===== config.mk =====
export PLATFORM = sky130hd
export DESIGN_NAME = direction_switch_debouncer_top
export DESIGN_NICKNAME = d
export VERILOG_FILES = /design/src/design/dsd_pkg.sv /design/src/design/dsd_engine.sv /design/src/design/direction_switch_debouncer_top.sv
export SDC_FILE = /design/constraint.sdc
export NUM_CORES = 1
export LEC_CHECK = 0
export BUFFER_PORTS_ARGS = -buffer_cell sky130_fd_sc_hd__clkbuf_2
export CAP_MARGIN = 20
export CORE_ASPECT_RATIO = 1.75
export CORE_MARGIN = 2
export CORE_UTILIZATION = 60
export CTS_CLUSTER_SIZE = 20
export DETAILED_ROUTE_END_ITERATION = 8
export HOLD_SLACK_MARGIN = 0.02
export PLACE_DENSITY = 0.82
export SYNTH_ARGS = -nofsm -noshare
export SYNTH_HDL_FRONTEND = slang
export SYNTH_SLANG_ARGS = --single-unit

===== constraint.sdc =====
create_clock -name clock -period 6.8 [get_ports clock]
set_clock_uncertainty 0.15 [all_clocks]
set_input_delay 1.36 -clock clock [delete_from_list [all_inputs] [get_ports clock]]
set_output_delay 1.36 -clock clock [all_outputs]
set_load 0.01 [all_outputs]

===== src/design/dsd_pkg.sv =====
// ----------------------------------------------------------------------------
// dsd_pkg
// Shared types and constants of the direction switch debouncer: register
// indexes and reset values, reason codes and the result record.
// ----------------------------------------------------------------------------
`default_nettype none

package dsd_pkg;

   // default widths of the timestamp state and the pending counter
   localparam int TIME_BITS_DEFAULT  = 32;
   localparam int COUNT_BITS_DEFAULT = 8;

   // field widths
   localparam int MOVE_BITS      = 16;
   localparam int TIME_IN_BITS   = 32;
   localparam int DEAD_ZONE_BITS = 15;
   localparam int SAMPLES_BITS   = 8;
   localparam int MS_BITS        = 16;
   localparam int CSR_IDX_BITS   = 8;
   localparam int CSR_DATA_BITS  = 16;

   // register reset values
   localparam logic [DEAD_ZONE_BITS-1:0] DEAD_ZONE_RST  = 15'd256;
   localparam logic [SAMPLES_BITS-1:0]   SAMPLES_RST    = 8'd3;
   localparam logic [MS_BITS-1:0]        CONFIRM_MS_RST = 16'd100;
   localparam logic [MS_BITS-1:0]        HOLD_MS_RST    = 16'd500;

   // register indexes
   typedef enum logic [CSR_IDX_BITS-1:0] {
      CSR_DEAD_ZONE  = 8'd0,
      CSR_SAMPLES    = 8'd1,
      CSR_CONFIRM_MS = 8'd2,
      CSR_HOLD_MS    = 8'd3
   } csr_index_type;

   // request kinds
   typedef enum logic {
      REQ_MOVE  = 1'b0,
      REQ_PROBE = 1'b1
   } req_kind_type;

   // reason codes
   typedef enum logic [2:0] {
      RS_CENTER      = 3'd0,
      RS_HOLD_CENTER = 3'd1,
      RS_INITIAL     = 3'd2,
      RS_SAME        = 3'd3,
      RS_PENDING     = 3'd4,
      RS_CONFIRMED   = 3'd5,
      RS_PROBE       = 3'd6
   } reason_type;

   // direction codes, two bit signed
   localparam logic [1:0] DIR_CENTER = 2'b00;
   localparam logic [1:0] DIR_RIGHT  = 2'b01;
   localparam logic [1:0] DIR_LEFT   = 2'b11;

   // configuration register set
   typedef struct packed {
      logic [DEAD_ZONE_BITS-1:0] dead_zone;
      logic [SAMPLES_BITS-1:0]   confirm_samples;
      logic [MS_BITS-1:0]        confirm_ms;
      logic [MS_BITS-1:0]        hold_ms;
   } cfg_type;

   // one result item
   typedef struct packed {
      logic       hold_valid;
      reason_type reason;
      logic [1:0] direction;
   } result_type;

endpackage

`default_nettype wire


===== src/design/dsd_engine.sv =====
// ----------------------------------------------------------------------------
// dsd_engine
// Debounce state and the single pass decision logic: one item is evaluated
// combinationally against the held state, the state moves on at the step.
// ----------------------------------------------------------------------------
`default_nettype none

module dsd_engine #(
   parameter int TIME_BITS  = dsd_pkg::TIME_BITS_DEFAULT,
   parameter int COUNT_BITS = dsd_pkg::COUNT_BITS_DEFAULT
) (
   input  wire logic                                 clock,
   input  wire logic                                 reset,
   input  wire logic                                 step,
   input  wire logic                                 item_probe,
   input  wire logic signed [dsd_pkg::MOVE_BITS-1:0] item_move,
   input  wire logic [dsd_pkg::TIME_IN_BITS-1:0]     item_time,
   input  wire dsd_pkg::cfg_type                     cfg,
   output dsd_pkg::result_type                       result
);

   localparam int CMP_BITS = (COUNT_BITS > dsd_pkg::SAMPLES_BITS) ?
                             COUNT_BITS : dsd_pkg::SAMPLES_BITS;
   localparam int MV_BITS  = dsd_pkg::MOVE_BITS + 1;
   localparam logic [COUNT_BITS-1:0] COUNT_MAX = '1;

   // debounce state
   logic                  stable_valid_ff, stable_valid_in;
   logic                  stable_neg_ff, stable_neg_in;
   logic [TIME_BITS-1:0]  stable_time_ff, stable_time_in;
   logic                  pend_valid_ff, pend_valid_in;
   logic                  pend_neg_ff, pend_neg_in;
   logic [TIME_BITS-1:0]  pend_start_ff, pend_start_in;
   logic [COUNT_BITS-1:0] pend_count_ff, pend_count_in;

   logic [TIME_BITS-1:0]     now;
   logic signed [MV_BITS-1:0] mv_ext;
   logic signed [MV_BITS-1:0] dz_ext;
   logic                     sign_pos;
   logic                     sign_neg;
   logic [1:0]               stable_dir;
   logic [1:0]               sample_dir;
   logic [TIME_BITS-1:0]     hold_age;
   logic [TIME_BITS-1:0]     pend_age;
   logic                     fresh;
   logic [COUNT_BITS-1:0]    count_inc;
   logic                     count_ok;
   logic                     time_ok;

   // sample sign and the age compares
   always_comb begin
      now        = TIME_BITS'(item_time);
      mv_ext     = {item_move[dsd_pkg::MOVE_BITS-1], item_move};
      dz_ext     = $signed({2'b00, cfg.dead_zone});
      sign_pos   = mv_ext > dz_ext;
      sign_neg   = mv_ext < -dz_ext;
      sample_dir = sign_neg ? dsd_pkg::DIR_LEFT : dsd_pkg::DIR_RIGHT;
      stable_dir = !stable_valid_ff ? dsd_pkg::DIR_CENTER :
                   (stable_neg_ff ? dsd_pkg::DIR_LEFT : dsd_pkg::DIR_RIGHT);
      hold_age   = now - stable_time_ff;
      pend_age   = now - pend_start_ff;
      fresh      = stable_valid_ff && (stable_time_ff != '0) &&
                   !((now > stable_time_ff) && (hold_age > TIME_BITS'(cfg.hold_ms)));
      count_inc  = (pend_count_ff == COUNT_MAX) ? pend_count_ff : pend_count_ff + 1'b1;
      count_ok   = CMP_BITS'(count_inc) >= CMP_BITS'(cfg.confirm_samples);
      time_ok    = (now >= pend_start_ff) && (pend_age >= TIME_BITS'(cfg.confirm_ms));
   end

   // decision and next state
   always_comb begin
      stable_valid_in   = stable_valid_ff;
      stable_neg_in     = stable_neg_ff;
      stable_time_in    = stable_time_ff;
      pend_valid_in     = pend_valid_ff;
      pend_neg_in       = pend_neg_ff;
      pend_start_in     = pend_start_ff;
      pend_count_in     = pend_count_ff;
      result.hold_valid = 1'b0;
      result.reason     = dsd_pkg::RS_CENTER;
      result.direction  = dsd_pkg::DIR_CENTER;
      if (item_probe) begin
         result.hold_valid = fresh;
         result.reason     = dsd_pkg::RS_PROBE;
         result.direction  = fresh ? stable_dir : dsd_pkg::DIR_CENTER;
      end else if (!sign_pos && !sign_neg) begin
         // centred sample drops any pending switch
         pend_valid_in    = 1'b0;
         pend_neg_in      = 1'b0;
         pend_start_in    = '0;
         pend_count_in    = '0;
         result.direction = stable_dir;
         result.reason    = stable_valid_ff ? dsd_pkg::RS_HOLD_CENTER : dsd_pkg::RS_CENTER;
      end else if (!stable_valid_ff || (sample_dir == stable_dir)) begin
         // first direction, or the held one seen again
         stable_valid_in  = 1'b1;
         stable_neg_in    = sign_neg;
         stable_time_in   = now;
         pend_valid_in    = 1'b0;
         pend_neg_in      = 1'b0;
         pend_start_in    = '0;
         pend_count_in    = '0;
         result.direction = sample_dir;
         result.reason    = stable_valid_ff ? dsd_pkg::RS_SAME : dsd_pkg::RS_INITIAL;
      end else if (!pend_valid_ff || (pend_neg_ff != sign_neg)) begin
         // opposite sign starts a new pending switch
         pend_valid_in    = 1'b1;
         pend_neg_in      = sign_neg;
         pend_start_in    = now;
         pend_count_in    = COUNT_BITS'(1);
         result.direction = stable_dir;
         result.reason    = dsd_pkg::RS_PENDING;
      end else if (count_ok && time_ok) begin
         // switch confirmed
         stable_neg_in    = sign_neg;
         stable_time_in   = now;
         pend_valid_in    = 1'b0;
         pend_neg_in      = 1'b0;
         pend_start_in    = '0;
         pend_count_in    = '0;
         result.direction = sample_dir;
         result.reason    = dsd_pkg::RS_CONFIRMED;
      end else begin
         pend_count_in    = count_inc;
         result.direction = stable_dir;
         result.reason    = dsd_pkg::RS_PENDING;
      end
   end

   // state registers
   always_ff @(posedge clock) begin
      if (reset) begin
         stable_valid_ff <= 1'b0;
         stable_neg_ff   <= 1'b0;
         stable_time_ff  <= '0;
         pend_valid_ff   <= 1'b0;
         pend_neg_ff     <= 1'b0;
         pend_start_ff   <= '0;
         pend_count_ff   <= '0;
      end else if (step) begin
         stable_valid_ff <= stable_valid_in;
         stable_neg_ff   <= stable_neg_in;
         stable_time_ff  <= stable_time_in;
         pend_valid_ff   <= pend_valid_in;
         pend_neg_ff     <= pend_neg_in;
         pend_start_ff   <= pend_start_in;
         pend_count_ff   <= pend_count_in;
      end
   end

   // a pending switch always carries a non-zero count
   a_pend_count : assert property (@(posedge clock) disable iff (reset)
      pend_valid_ff == (pend_count_ff != '0))
      else $error("pending flag and count disagree");

   // a pending switch only exists against a stable direction
   a_pend_stable : assert property (@(posedge clock) disable iff (reset)
      pend_valid_ff |-> stable_valid_ff)
      else $error("pending switch without stable direction");

   // a confirmed switch leaves nothing pending
   a_confirm : assert property (@(posedge clock) disable iff (reset)
      step && !item_probe && (result.reason == dsd_pkg::RS_CONFIRMED)
      |=> stable_valid_ff && !pend_valid_ff)
      else $error("confirmed switch left state inconsistent");

   // move samples never report a hold
   a_hold_probe : assert property (@(posedge clock) disable iff (reset)
      step && !item_probe |-> !result.hold_valid)
      else $error("hold flag on a move sample");

endmodule

`default_nettype wire


===== src/design/direction_switch_debouncer_top.sv =====
// ----------------------------------------------------------------------------
// direction_switch_debouncer_top
// Direction switch debouncer: turns signed move samples into a debounced
// direction sign with a reason code, and answers hold probes.
// ----------------------------------------------------------------------------
// Usage
//   req_ channel: one item a beat. req_tuser is the kind (0 move, 1 probe),
//   req_tdata carries the move value and the millisecond timestamp.
//   rsp_ channel: exactly one result beat per request beat, in order.
//   csr_ port: register writes by index; always ready. Write only while the
//   block is idle (nothing accepted still waiting to come out).
// Pipeline and throughput
//   A request beat is captured in an input register and evaluated
//   combinationally against the debounce state; the result register loads
//   as it advances, raising rsp_tvalid. One beat per cycle is sustained while
//   rsp_tready is high; the state update of one item is seen by the next.
// Reset
//   Synchronous, active high. Clears the debounce state (no stable
//   direction, nothing pending) and loads the register reset values.
// Stalls
//   While rsp_tready is low the result register holds; the input register
//   still takes one more beat, then req_tready drops until the result moves.
// ----------------------------------------------------------------------------
`default_nettype none

module direction_switch_debouncer_top #(
   parameter int TIME_BITS  = dsd_pkg::TIME_BITS_DEFAULT,
   parameter int COUNT_BITS = dsd_pkg::COUNT_BITS_DEFAULT
) (
   input  wire logic                               clock,
   input  wire logic                               reset,
   // request channel
   input  wire logic                               req_tvalid,
   output logic                                    req_tready,
   input  wire logic [47:0]                        req_tdata,  // move_value[15:0], time_ms[47:16]
   input  wire logic                               req_tuser,  // req_type[0]
   // result channel
   output logic                                    rsp_tvalid,
   input  wire logic                               rsp_tready,
   output logic [7:0]                              rsp_tdata,  // direction[1:0], reason[4:2],
                                                               // hold_valid[5], zero[7:6]
   // register write port
   input  wire logic                               csr_valid,
   output logic                                    csr_ready,
   input  wire logic [dsd_pkg::CSR_IDX_BITS-1:0]   csr_index,
   input  wire logic [dsd_pkg::CSR_DATA_BITS-1:0]  csr_data
);

   dsd_pkg::cfg_type    cfg_ff, cfg_in;
   logic                in_valid_ff, in_valid_in;
   logic                in_probe_ff;
   logic signed [dsd_pkg::MOVE_BITS-1:0] in_move_ff;
   logic [dsd_pkg::TIME_IN_BITS-1:0]     in_time_ff;
   logic                out_valid_ff, out_valid_in;
   dsd_pkg::result_type out_res_ff;
   dsd_pkg::result_type result;
   logic                advance;
   logic                req_beat;

   // register writes
   always_comb begin
      cfg_in = cfg_ff;
      if (csr_valid) begin
         unique case (dsd_pkg::csr_index_type'(csr_index))
            dsd_pkg::CSR_DEAD_ZONE:
               cfg_in.dead_zone = csr_data[dsd_pkg::DEAD_ZONE_BITS-1:0];
            dsd_pkg::CSR_SAMPLES:
               cfg_in.confirm_samples = csr_data[dsd_pkg::SAMPLES_BITS-1:0];
            dsd_pkg::CSR_CONFIRM_MS:
               cfg_in.confirm_ms = csr_data[dsd_pkg::MS_BITS-1:0];
            dsd_pkg::CSR_HOLD_MS:
               cfg_in.hold_ms = csr_data[dsd_pkg::MS_BITS-1:0];
            default: cfg_in = cfg_ff;
         endcase
      end
   end

   assign csr_ready = 1'b1;

   always_ff @(posedge clock) begin
      if (reset) begin
         cfg_ff.dead_zone       <= dsd_pkg::DEAD_ZONE_RST;
         cfg_ff.confirm_samples <= dsd_pkg::SAMPLES_RST;
         cfg_ff.confirm_ms      <= dsd_pkg::CONFIRM_MS_RST;
         cfg_ff.hold_ms         <= dsd_pkg::HOLD_MS_RST;
      end else begin
         cfg_ff <= cfg_in;
      end
   end

   // handshake control
   always_comb begin
      advance      = in_valid_ff && (!out_valid_ff || rsp_tready);
      req_tready   = !in_valid_ff || advance;
      req_beat     = req_tvalid && req_tready;
      in_valid_in  = req_beat ? 1'b1 : (advance ? 1'b0 : in_valid_ff);
      out_valid_in = advance ? 1'b1 : (rsp_tready ? 1'b0 : out_valid_ff);
   end

   always_ff @(posedge clock) begin
      if (reset) begin
         in_valid_ff  <= 1'b0;
         out_valid_ff <= 1'b0;
      end else begin
         in_valid_ff  <= in_valid_in;
         out_valid_ff <= out_valid_in;
      end
   end

   // input register
   always_ff @(posedge clock) begin
      if (req_beat) begin
         in_probe_ff <= (dsd_pkg::req_kind_type'(req_tuser) == dsd_pkg::REQ_PROBE);
         in_move_ff  <= req_tdata[15:0];
         in_time_ff  <= req_tdata[47:16];
      end
   end

   // decision logic and state
   dsd_engine #(
      .TIME_BITS  (TIME_BITS),
      .COUNT_BITS (COUNT_BITS)
   ) u_engine (
      .clock      (clock),
      .reset      (reset),
      .step       (advance),
      .item_probe (in_probe_ff),
      .item_move  (in_move_ff),
      .item_time  (in_time_ff),
      .cfg        (cfg_ff),
      .result     (result)
   );

   // result register
   always_ff @(posedge clock) begin
      if (advance) begin
         out_res_ff <= result;
      end
   end

   assign rsp_tvalid = out_valid_ff;
   assign rsp_tdata  = {2'b00, out_res_ff.hold_valid, out_res_ff.reason,
                        out_res_ff.direction};

   // a result leaves the evaluation stage only into a free result register
   a_no_overwrite : assert property (@(posedge clock) disable iff (reset)
      out_valid_ff && !rsp_tready && in_valid_ff |=> $stable(out_res_ff))
      else $error("result overwritten while stalled");

   // direction code never takes the unused pattern
   a_dir_code : assert property (@(posedge clock) disable iff (reset)
      rsp_tvalid |-> (rsp_tdata[1:0] != 2'b10))
      else $error("invalid direction code");

   // the centre reason comes with the centre direction only
   a_center_dir : assert property (@(posedge clock) disable iff (reset)
      rsp_tvalid && (out_res_ff.reason == dsd_pkg::RS_CENTER)
      |-> (out_res_ff.direction == dsd_pkg::DIR_CENTER))
      else $error("centre reason with a direction");

endmodule

`default_nettype wire


==> run metrics <==
Setup crit start=in_time_ff[0]; CTS tree=yes; fin crit period=just under 6 ns; first drt pass iteration count=5; WHS Path Cells=2; Slew @ Worst Pin=1.03 ns; gr usage total=32.6%; number of CTS-inserted buffers=17; worst path arrival time=6.01 ns; Most used DFF post-synth=dfxtp_1; EDFF count, synth=55; Nets=approximately 1800; DRT iter0 DRCs=just over 800; dominant cell by count in the synthesized netlist=inv_1; Ports=89; Setup TNS Final=0 ns; worst flop-to-flop path startpoint=in_time_ff[0]; part of the cycle the worst path needs=slightly below 90%; Setup CP Type=register to register; GR Util met3=about 5%; Peak VDD IR=around 0.00026 V; area leader, netlist=dfxtp_1; synth unique cells=80; final non-filler cell total=1913; initial core utilization=between 60% and 70%; Mapped Area=0.0133 mm^2; crit-path cells=inv_1 > ha_1 > fa_1 > nand2b_1 > a21oi_1 > a21oi_1 > o21ai_0 > nand3_1 > nand2_1 > xor2_1 > ha_1 > a21o_1 > a21o_1 > a2111oi_2 > o221ai_1 > a211oi_1 > o2111ai_1 > nor4_2 > nand4_4 > a31oi_4 > mux2_2 > o21ai_0; status=finished clean; Final setup viols=0; Hold WC Path Type=register to register; die width=between 100 and 150 um; H-tree level count=4; Area growth syn-to-layout=9.24%; max_slew headroom=31.0%; initial antenna violation count=0; met2 usage=57.8%; worst hold slack=roughly 0.31 ns; Reg2Reg Depth=22; Synth Register Bits=188; setup bufs post-CTS=0; Slew Viols, Final=0; syn_area_per_cell=roughly 8.6 um^2; gpl congestion=0.985; Clock Tree Buf Depth=2; CTS Hold Bufs=0; Total Wirelength=37600 um; asr flop ratio synth=0%; Clock transition at path regs=0.07 ns; row count=72; Critical Path RT=6.93 ns; Routed WL per cell=19.7 um; Crit. End Element=register; Lkg Pwr=5.82 nW; slowest stage cell, crit path=nor4_2; WHS Endpoint=cfg_ff[14]; final hold violation count=0; top cell type's share of synthesized area=between 20% and 30%; layer with the highest usage=met2; final core utilization=66.2%; antenna-violating nets left=0; root buffer cell=clkbuf_16; synth warn=0; die height=201 um; I/O Buffers=85; Seq/Total Area, Yosys=about 33%; diode count=0; pin count of the biggest net entering global routing=99; max_cap viols=0; # DRC=0; Worst setup SP type=register; fmax=between 0.15 and 0.2 GHz; met1 GRT Util=33.2%; vias per cell=6.12; reg-to-reg critical path endpoint=rsp_tdata[1]; post-DP HPWL=~30000 um; Power per Cell Area=189 mW/mm^2; Synth area leaders=dfxtp_1 20%, ha_1 13%, edfxtp_1 12%; max incr delay on CP=0.50 ns; global-route wire length before repair=approximately 59000 um; hold_sp=cfg_ff[14]; Core ar.=0.0219 mm^2; CP max FO=8; Syn Inst Count=1550; Final Power=2.74 mW; die area=0.0234 mm^2; post-placement cell count=1879; CTS resizes=0; GRT Residual Overflow=0; via count=between 10000 and 15000; top cells by count, synth=151 x inv_1, 137 x ha_1, 133 x dfxtp_1; RSZ-0062 raised after global routing=no; clk sinks=188; flop2flop setup slack=0.92 ns; layout cells sized above 1=around a tenth; Clk Latency, worst-skew pair=0.45 ns; vias in the first global route=11700
==> state kept, by name (all words and copies together), names as in the netlist, 6 cells and up <==
name	cells
cfg_ff	55
in_time_ff	32
u_engine.pend_start_ff	32
u_engine.stable_time_ff	32
in_move_ff	16
u_engine.pend_count_ff	8
rsp_tdata	6
==> how the worst max path moves through the flow <==
| stage | end | slack (ns) | depth (start not counted) |
|---|---|---|---|
| floorplan | rsp_tdata[1] | 1.75 | 21 |
| global placement | rsp_tdata[1] | 1.21 | 21 |
| detailed placement | rsp_tdata[1] | 1.01 | 21 |
| CTS | rsp_tdata[1] | 0.96 | 21 |
| global route | rsp_tdata[1] | 0.48 | 21 |
| finish | rsp_tdata[1] | 0.92 | 22 |
==> layer usage <==
metal,part of all wire (%),wire [um]
met4,8.3,3130
met3,4.8,1800
met5,0,0
met2,52,19400
met1,35,13200
==> report_power, final <==
group          switching, mW  total [mW]  leakage (nW)  internal (mW)
clock network          0.444        1.01         0.281          0.564
logic                  0.310       0.511          3.93          0.201
registers             0.0342        1.22          1.61           1.18
total                  0.788        2.74          5.82           1.95
==> layout make-up <==
| cell class | instances | area [um^2] |
|---|---|---|
| repair buffers | 94 | 515 |
| clock buffers | 19 | 454 |
| clock inverters | 13 | 139 |
| inverters | 151 | 567 |
| well taps | 296 | 370 |
| multi-input cells | 1152 | 8140 |
| fillers | 1829 | 7390 |
| flip-flops and latches | 188 | 4310 |
==> critical path, delay by kind of cell, from the launching register on <==
| family | cells | cell delay [ns] |
|---|---|---|
| XOR/XNOR | 1 | 0.07 |
| AO/OA/AOI/OAI | 11 | 2.78 |
| AND/OR/NAND/NOR | 5 | 1.10 |
| flip-flops | 1 | 0.36 |
| buffers and inverters | 1 | 0.08 |
| adder cells (fa/ha/maj) | 3 | 0.83 |
| multiplexers | 1 | 0.37 |
==> cells by family after synthesis <==
kind of cell / synth area share, %
simple gates: 19.2
compound gates: 19.6
buf+inv: 6.33
flops: 32.5
fa+ha+maj: 13.2
mux: 5.17
xor+xnor: 3.89
other cells: 0.0566
==> through the flow <==
| stage | area (um^2) | setup WS, ns |
|---|---|---|
| after detailed placement | 13900 | 1.01 |
| after CTS | 14500 | 0.961 |
| final | 14500 | 0.920 |
| after floorplan | 13300 | 1.75 |
| after global routing | 14500 | 0.483 |
| after global placement | 13900 | 1.21 |
==> cell usage in the layout (no fill, tap or decap), drive strengths merged, types with 18 or more instances in the layout <==
cell	instances
nor3	22
nand4	31
xnor2	37
inv	154
nand2	114
mux2i	64
ha	137
nor4	22
xor2	22
nor2	129
o211ai	20
o21ai	64
nand3	28
nor2b	18
clkbuf	103
a21o	35
dfxtp	133
nand2b	81
a21oi	118
edfxtp	55
a22o	39
Power figures use the tool's default switching activity.
